## src/design/abpd_pkg.sv

```systemverilog
`default_nettype none

package abpd_pkg;

    // beta weights are Q1.8, 256 means one
    localparam int                    BETA_BITS  = 9;
    localparam int                    BETA_SHIFT = 8;
    localparam logic [BETA_BITS-1:0]  BETA_ONE   = 9'd256;
    localparam logic [BETA_BITS-1:0]  BETA_RESET = 9'd128;

    // integer part of the per-sample drop of the maximum level
    localparam int                    DECAY_INT  = 10;

    // reset value of the silence limit, integer sample units
    localparam int                    SILENCE_RESET = 20;

    // configuration register indexes
    localparam int                    CFG_INDEX_BITS = 2;

    typedef enum logic [CFG_INDEX_BITS-1:0] {
        CFG_DC_OFFSET     = 2'd0,
        CFG_SILENCE_LIMIT = 2'd1,
        CFG_AVERAGE_BETA  = 2'd2,
        CFG_SIGNAL_BETA   = 2'd3
    } t_cfg_index;

endpackage

`default_nettype wire

```

## src/design/audio_beat_peak_detector.sv

```systemverilog
`default_nettype none

// audio beat peak detector
//
// slave stream: one raw unsigned adc sample per transaction in the low bits of
// i_s_axis_tdata. master stream: one result per sample, with the gated signal,
// the decaying maximum and the running average in o_m_axis_tdata and the beat
// flag in o_m_axis_tuser. levels are unsigned Q(SAMPLE_BITS).(FRACTION_BITS).
// configuration: write channel i_cfg_valid / o_cfg_ready with a register index
// and data; o_cfg_ready is always high. write only while the block is idle.
// a sample passes through two register stages, sample and result; it leaves the
// sample register for the result register when the result register is free.
// throughput: one sample per cycle while the receiver keeps up; the whole update
// of the five state levels is one pass of logic from the sample register to the result register.
// when the receiver stalls, the result register holds and the sample register
// still fills, so one more sample is taken before o_s_axis_tready drops.
// reset (synchronous, active low) zeroes both valid flags and the level state,
// and loads the register defaults: offset 0, silence limit 20, betas 128 (one half).

module audio_beat_peak_detector #(
    parameter  int SAMPLE_BITS   = 10,
    parameter  int FRACTION_BITS = 8,
    localparam int LEVEL_W       = SAMPLE_BITS + FRACTION_BITS,
    localparam int IN_DATA_W     = ((SAMPLE_BITS + 7) / 8) * 8,
    localparam int OUT_DATA_W    = ((3 * LEVEL_W + 7) / 8) * 8,
    localparam int CFG_DATA_W    = (SAMPLE_BITS > abpd_pkg::BETA_BITS)
                                   ? SAMPLE_BITS : abpd_pkg::BETA_BITS
) (
    input  wire logic                                i_clk,
    input  wire logic                                i_rst_n,

    // configuration write channel
    input  wire logic                                i_cfg_valid,
    output logic                                     o_cfg_ready,
    input  wire logic [abpd_pkg::CFG_INDEX_BITS-1:0] i_cfg_index,
    input  wire logic [CFG_DATA_W-1:0]               i_cfg_data,

    // sample stream in
    input  wire logic                                i_s_axis_tvalid,
    output logic                                     o_s_axis_tready,
    // tdata: raw_sample, zero padded
    input  wire logic [IN_DATA_W-1:0]                i_s_axis_tdata,

    // result stream out
    output logic                                     o_m_axis_tvalid,
    input  wire logic                                i_m_axis_tready,
    // tdata: signal_level, max_level, average_level, zero padded
    output logic [OUT_DATA_W-1:0]                    o_m_axis_tdata,
    // tuser: peak_flag
    output logic                                     o_m_axis_tuser
);

    localparam int                 BB      = abpd_pkg::BETA_BITS;
    localparam int                 ACC_W   = LEVEL_W + BB;
    localparam logic [LEVEL_W-1:0] DECAY_STEP =
        LEVEL_W'(abpd_pkg::DECAY_INT) << FRACTION_BITS;

    // new * beta + old * (one - beta), truncated back to a level
    function automatic logic [LEVEL_W-1:0] blend(
        input logic [LEVEL_W-1:0] fresh,
        input logic [LEVEL_W-1:0] old,
        input logic [BB-1:0]      beta
    );
        logic [BB-1:0]    b;
        logic [ACC_W-1:0] acc;
        b   = (beta > abpd_pkg::BETA_ONE) ? abpd_pkg::BETA_ONE : beta;
        acc = (ACC_W'(fresh) * ACC_W'(b))
            + (ACC_W'(old) * ACC_W'(abpd_pkg::BETA_ONE - b));
        return acc[abpd_pkg::BETA_SHIFT +: LEVEL_W];
    endfunction

    // configuration registers
    logic [SAMPLE_BITS-1:0] r_dc_offset;
    logic [SAMPLE_BITS-1:0] r_silence_limit;
    logic [BB-1:0]          r_average_beta;
    logic [BB-1:0]          r_signal_beta;

    // sample stage
    logic                   r_in_valid;
    logic [SAMPLE_BITS-1:0] r_in_sample;

    // level state
    logic [LEVEL_W-1:0]     r_running_average;
    logic [LEVEL_W-1:0]     r_filtered_signal;
    logic [LEVEL_W-1:0]     r_previous_signal;
    logic [LEVEL_W-1:0]     r_decaying_maximum;
    logic [LEVEL_W-1:0]     r_average_peak_step;

    // result stage
    logic                   r_out_valid;
    logic                   r_out_peak;
    logic [LEVEL_W-1:0]     r_out_signal;
    logic [LEVEL_W-1:0]     r_out_max;
    logic [LEVEL_W-1:0]     r_out_average;

    // next values
    logic [SAMPLE_BITS-1:0] w_mag;
    logic [LEVEL_W-1:0]     w_magq;
    logic                   w_gate;
    logic [LEVEL_W-1:0]     n_running_average;
    logic [LEVEL_W-1:0]     n_filtered_signal;
    logic [LEVEL_W-1:0]     w_decayed;
    logic [LEVEL_W-1:0]     n_decaying_maximum;
    logic [LEVEL_W-1:0]     w_rise;
    logic [LEVEL_W:0]       w_step_sum;
    logic [LEVEL_W-1:0]     n_average_peak_step;
    logic                   n_peak;

    logic                   w_out_free;
    logic                   w_advance;

    // result register frees when empty or taken this cycle
    assign w_out_free      = !r_out_valid || i_m_axis_tready;
    assign w_advance       = r_in_valid && w_out_free;
    assign o_s_axis_tready = !r_in_valid || w_out_free;
    assign o_cfg_ready     = 1'b1;

    // single pass level update
    always_comb begin
        w_mag  = (r_in_sample >= r_dc_offset) ? (r_in_sample - r_dc_offset)
                                              : (r_dc_offset - r_in_sample);
        w_magq = LEVEL_W'(w_mag) << FRACTION_BITS;

        n_running_average = blend(w_magq, r_running_average, r_average_beta);

        // below half the average or below the silence limit: no signal
        w_gate = ({w_magq, 1'b0} < (LEVEL_W + 1)'(n_running_average))
              || (w_mag < r_silence_limit);
        n_filtered_signal = w_gate ? '0
                          : blend(w_magq, r_filtered_signal, r_signal_beta);

        w_decayed = (r_decaying_maximum < DECAY_STEP) ? '0
                  : (r_decaying_maximum - DECAY_STEP);
        n_decaying_maximum = (w_decayed < n_filtered_signal) ? n_filtered_signal
                                                             : w_decayed;

        w_rise     = n_filtered_signal - r_previous_signal;
        w_step_sum = (LEVEL_W + 1)'(r_average_peak_step) + (LEVEL_W + 1)'(w_rise);
        // sharp rise: signal above average above previous signal
        if ((n_filtered_signal > n_running_average)
                && (n_running_average > r_previous_signal)) begin
            n_average_peak_step = w_step_sum[LEVEL_W:1];
        end else begin
            n_average_peak_step = r_average_peak_step;
        end

        n_peak = (n_filtered_signal > r_previous_signal)
              && (w_rise > n_average_peak_step);
    end

    // configuration writes
    always_ff @(posedge i_clk) begin
        if (!i_rst_n) begin
            r_dc_offset     <= '0;
            r_silence_limit <= SAMPLE_BITS'(abpd_pkg::SILENCE_RESET);
            r_average_beta  <= abpd_pkg::BETA_RESET;
            r_signal_beta   <= abpd_pkg::BETA_RESET;
        end else if (i_cfg_valid && o_cfg_ready) begin
            case (i_cfg_index)
                abpd_pkg::CFG_DC_OFFSET:     r_dc_offset     <= i_cfg_data[SAMPLE_BITS-1:0];
                abpd_pkg::CFG_SILENCE_LIMIT: r_silence_limit <= i_cfg_data[SAMPLE_BITS-1:0];
                abpd_pkg::CFG_AVERAGE_BETA:  r_average_beta  <= i_cfg_data[BB-1:0];
                abpd_pkg::CFG_SIGNAL_BETA:   r_signal_beta   <= i_cfg_data[BB-1:0];
                default: begin
                end
            endcase
        end
    end

    // sample stage
    always_ff @(posedge i_clk) begin
        if (!i_rst_n) begin
            r_in_valid <= 1'b0;
        end else if (o_s_axis_tready) begin
            r_in_valid <= i_s_axis_tvalid;
        end
    end

    always_ff @(posedge i_clk) begin
        if (i_s_axis_tvalid && o_s_axis_tready) begin
            r_in_sample <= i_s_axis_tdata[SAMPLE_BITS-1:0];
        end
    end

    // level state, updated once per sample moved into the result stage
    always_ff @(posedge i_clk) begin
        if (!i_rst_n) begin
            r_running_average   <= '0;
            r_filtered_signal   <= '0;
            r_previous_signal   <= '0;
            r_decaying_maximum  <= '0;
            r_average_peak_step <= '0;
        end else if (w_advance) begin
            r_running_average   <= n_running_average;
            r_filtered_signal   <= n_filtered_signal;
            r_previous_signal   <= n_filtered_signal;
            r_decaying_maximum  <= n_decaying_maximum;
            r_average_peak_step <= n_average_peak_step;
        end
    end

    // result stage
    always_ff @(posedge i_clk) begin
        if (!i_rst_n) begin
            r_out_valid <= 1'b0;
        end else if (w_out_free) begin
            r_out_valid <= r_in_valid;
        end
    end

    always_ff @(posedge i_clk) begin
        if (w_advance) begin
            r_out_peak    <= n_peak;
            r_out_signal  <= n_filtered_signal;
            r_out_max     <= n_decaying_maximum;
            r_out_average <= n_running_average;
        end
    end

    assign o_m_axis_tvalid = r_out_valid;
    assign o_m_axis_tuser  = r_out_peak;
    assign o_m_axis_tdata  = OUT_DATA_W'({r_out_average, r_out_max, r_out_signal});

    // state only moves when a sample passes to the result stage
    a_state_hold: assert property (@(posedge i_clk) disable iff (!i_rst_n)
        !w_advance |=> $stable(r_running_average) && $stable(r_decaying_maximum))
        else $error("level state changed without a sample");

    // a beat needs a nonzero signal
    a_peak_signal: assert property (@(posedge i_clk) disable iff (!i_rst_n)
        r_out_valid && r_out_peak |-> r_out_signal != '0)
        else $error("beat flagged with zero signal");

    // the maximum is never below the signal it was raised to
    a_max_above: assert property (@(posedge i_clk) disable iff (!i_rst_n)
        r_out_valid |-> r_out_max >= r_out_signal)
        else $error("maximum below signal");

    // previous signal tracks the last delivered signal
    a_prev_track: assert property (@(posedge i_clk) disable iff (!i_rst_n)
        w_advance |=> r_previous_signal == r_out_signal)
        else $error("previous signal out of step with result");

endmodule

`default_nettype wire
```

## config.mk

```make
export PLATFORM = sky130hd
export DESIGN_NAME = audio_beat_peak_detector
export DESIGN_NICKNAME = d
export VERILOG_FILES = /design/src/design/abpd_pkg.sv /design/src/design/audio_beat_peak_detector.sv
export SDC_FILE = /design/constraint.sdc
export NUM_CORES = 2
export LEC_CHECK = 0
export BUFFER_PORTS_ARGS = -buffer_cell sky130_fd_sc_hd__buf_2
export CAP_MARGIN = 25
export CORE_ASPECT_RATIO = 2
export CORE_MARGIN = 10
export CORE_UTILIZATION = 55
export CTS_BUF_LIST = sky130_fd_sc_hd__clkbuf_2
export DETAILED_ROUTE_END_ITERATION = 10
export PLACE_DENSITY_LB_ADDON = 0.2
export SLEW_MARGIN = 15
export SYNTH_ARGS = -nofsm -noshare
export SYNTH_HDL_FRONTEND = slang
export SYNTH_SLANG_ARGS = --single-unit
```

## constraint.sdc

```tcl
create_clock -name i_clk -period 32.2 [get_ports i_clk]
set_clock_uncertainty 0.2 [all_clocks]
set_input_delay 4.83 -clock i_clk [delete_from_list [all_inputs] [get_ports i_clk]]
set_output_delay 4.83 -clock i_clk [all_outputs]
set_load 0.005 [all_outputs]
```

==> impl_metrics.yaml <==
synthesis:
  netlist_area_sq_um: 28400
  ys_seq_elements: 177
  synth_cells: 3241
  netlist_top_cells_area: "fa_1 28%, ha_1 15%, dfxtp_1 7.9%"
  ys_seq_area_frac: 0.148
  synth_top_area_share: 0.284
  synth_cell_types: 91
  yosys_warnings: 0
  async_flop_share: 0
  avgSynthCellArea_sq_um: 8.75
  synth_edf_count: 65
  ys.flop_type: "dfxtp_1"
  yosysTopAreaCell: "fa_1"
clock_network:
  cts_inserted_buffers: 17
  cts_tree: "done"
  cts.sinks: 177
  clock_latency_ns: 0.96
  cts.htree.levels: 4
  root_buffer: "clkbuf_2"
  clk_pin_slew_ns: 0.39
  cts_resized: 0
  post_cts_buffers: 0
  ctsLongestPathBuffers: 2
  ctsHoldBuffers: 0
floorplan:
  fp.coreArea_sq_um: 50900
  io_pins: 93
  die_h_microns: 341
  die_area_sq_um: 61600
  rows: 117
  initial_core_util: 0.557
  chipWidth_microns: 181
placement:
  gp_congestion: 1.01
  dp_hpwl_mm: 68.1
  place_inst: 3923
  io_buffers: 83
hold_path:
  hold_path.class: "flip-flop to flip-flop"
  hold_start: "r_average_beta[1]"
worst_setup_path:
  startpoint: "r_in_sample[0]"
  regToRegEndpoint: "o_m_axis_tuser"
  crit_path_end: "o_m_axis_tuser"
  rr_worst_depth: 74
  worstSetupPathType: "flip-flop to flip-flop"
  end_kind: "flip-flop"
  max_stage_delay_ns: 0.80
  critical_path_required_ns: 32.77
  slowest_stage: "ha_1"
  rrSetupSlack_ns: 12.07
  cp_max_fo: 18
  r2r_start: "r_in_sample[0]"
  crit_arrival_ns: 20.70
  worstSetupStartpointType: "flip-flop"
job:
  cap_violations: 0
route:
  drc_errors: 0
  ant_nets: 0
  routed_wl_mm: 82.2
  first_pass_iters: 5
  vias: 22838
  wl_per_cell_microns: 20.8
  vias_per_cell: 5.77
  drt_iter0_markers: 1196
sta:
  hold_viol_final: 0
  max_slew_margin: 0.274
  slew_violations: 0
  fmax_mhz: 49.7
  period_share: 0.625
  period_needed_ns: 20.13
  finalSetupViolCount: 0
  rsz0062_at_grt: "no"
  max_slew.worst_pin.slew_ns: 1.08
  fin_setup_tns_ns: 0
grt:
  antenna_found_initial: 1
  grt.overflow.total: 0
  grt_start_max_net_pins: 71
  grt_usage: 0.267
  grt_pass1_wl_mm: 129
  grt_pass1_vias: 24740
layout:
  area_delta_synth_final_pct: 5.20
  multi_input_area_sq_um: 21700
  ff_latch_area_sq_um: 4190
  drive_above_1_share: 0.0645
  instances_no_fill: 3956
  nets: 4065
  fill_cells: 4607
outcome:
  status: "finished, final reports clean"
how the worst min path moves through the flow:
stage,endpoint,slack (ns),cells after the start
floorplan,r_decaying_maximum[1],0.22,1
global placement,r_decaying_maximum[3],0.24,1
detailed placement,r_decaying_maximum[1],0.24,1
CTS,r_signal_beta[2],0.27,2
global route,r_average_beta[1],0.29,2
finish,r_average_beta[1],0.27,2
metrics by stage:
step                cell area [sq um]  setup WS, ns  hold slack [ns]   util
floorplan                       28500         16.07            0.224      -
global placement                29500         12.44            0.238  0.578
detailed placement              29500         12.19            0.243  0.579
CTS                             29800         12.11            0.271  0.585
global route                    29800         10.90            0.289  0.585
finish                          29800         12.07            0.270  0.585
layer usage:
layer | vias to the layer above | wire length, microns | track usage
li1 | 10356 | - | -
met1 | 11382 | 26600 | 0.246
met2 | 776 | 45100 | 0.518
met3 | 324 | 3280 | 0.0322
met4 | 0 | 7090 | 0.204
met5 | - | 0 | 0
worst max-delay path, delay by kind of cell, from the launching register on:
kind	cells	cell delay, ns
adder cells (fa/ha/maj)	15	6.21
buffers and inverters	11	2.29
AO/OA/AOI/OAI	28	6.26
XOR/XNOR	7	1.83
multiplexers	1	0.11
flip-flops	1	0.49
AND/OR/NAND/NOR	12	2.56
final cells by class:
type                            instances  share of cell area
Clock buffer                           17             0.00285
Inverter                              552              0.0696
Sequential cell                       177               0.141
Clock inverter                         15             0.00763
Multi-Input combinational cell       2414               0.726
Tap cell                              654              0.0274
Antenna cell                            1           0.0000839
Timing Repair Buffer                  126              0.0255
placed cells by master (no fill, tap or decap), types with 7 or more instances in the layout:
cell         n
nor2b_1     42
o21a_1      22
mux2_2      14
buf_4       41
and3_1      12
a31oi_1     10
xor2_1      35
fa_1       402
xnor2_1     80
nand3_1     61
o21ai_1     12
nor3_1      29
dfxtp_1    112
inv_1      542
o21bai_1    11
edfxtp_1    65
nand2_1    424
o2bb2ai_1    8
and2_1     161
nand2b_1    24
a21o_1      56
o21ai_0     64
clkbuf_2    17
buf_2       83
conb_1      37
ha_1       342
nand4_1     30
nor2_1     213
nor4_1       7
a21oi_1    166
a21boi_0     7
mux2i_1     36
synth_stat cells (all sizes together), types with 3 or more instances:
cell type	instances
or3	6
nand3	62
nor4	7
o311ai	6
o21bai	11
o31ai	6
clkinv	4
edfxtp	65
a21oi	167
and3	12
xor2	36
nor3	29
a211oi	6
xnor2	82
a21boi	7
nand2b	25
a21o	56
o21a	22
a2111oi	5
nand2	425
nand3b	7
dfxtp	112
fa	402
o21ai	77
mux2i	38
and2	162
o41ai	4
nand4	30
nor2	213
o211ai	5
o21ba	5
or2	5
inv	548
buf	21
o2bb2ai	8
nor2b	44
a211o	5
a41o	4
clkbuf	112
mux2	17
or4	3
a31oi	10
ha	342
cell families after synthesis:
| kind of cell | Yosys count | synth area share |
|---|---|---|
| and+or+nand+nor | 1042 | 0.173 |
| DFF | 177 | 0.148 |
| other | 2 | 0.000265 |
| buffers and inverters | 685 | 0.0932 |
| adders and majority gates | 744 | 0.435 |
| muxes | 55 | 0.0207 |
| AOI/OAI and AO/OA | 418 | 0.0932 |
| xor gates and xnor gates | 118 | 0.0374 |
registers in the layout (all words and copies together) (netlist names), 18 cells and up:
register	cells
r_running_average	18
r_out_average	18
r_out_signal	18
r_previous_signal	18
r_decaying_maximum	18
r_average_peak_step	18
r_out_max	18
Power is left out: the tool's default activity adds up to more than one toggle a clock period on the data nets, which glitch-free logic cannot reach.
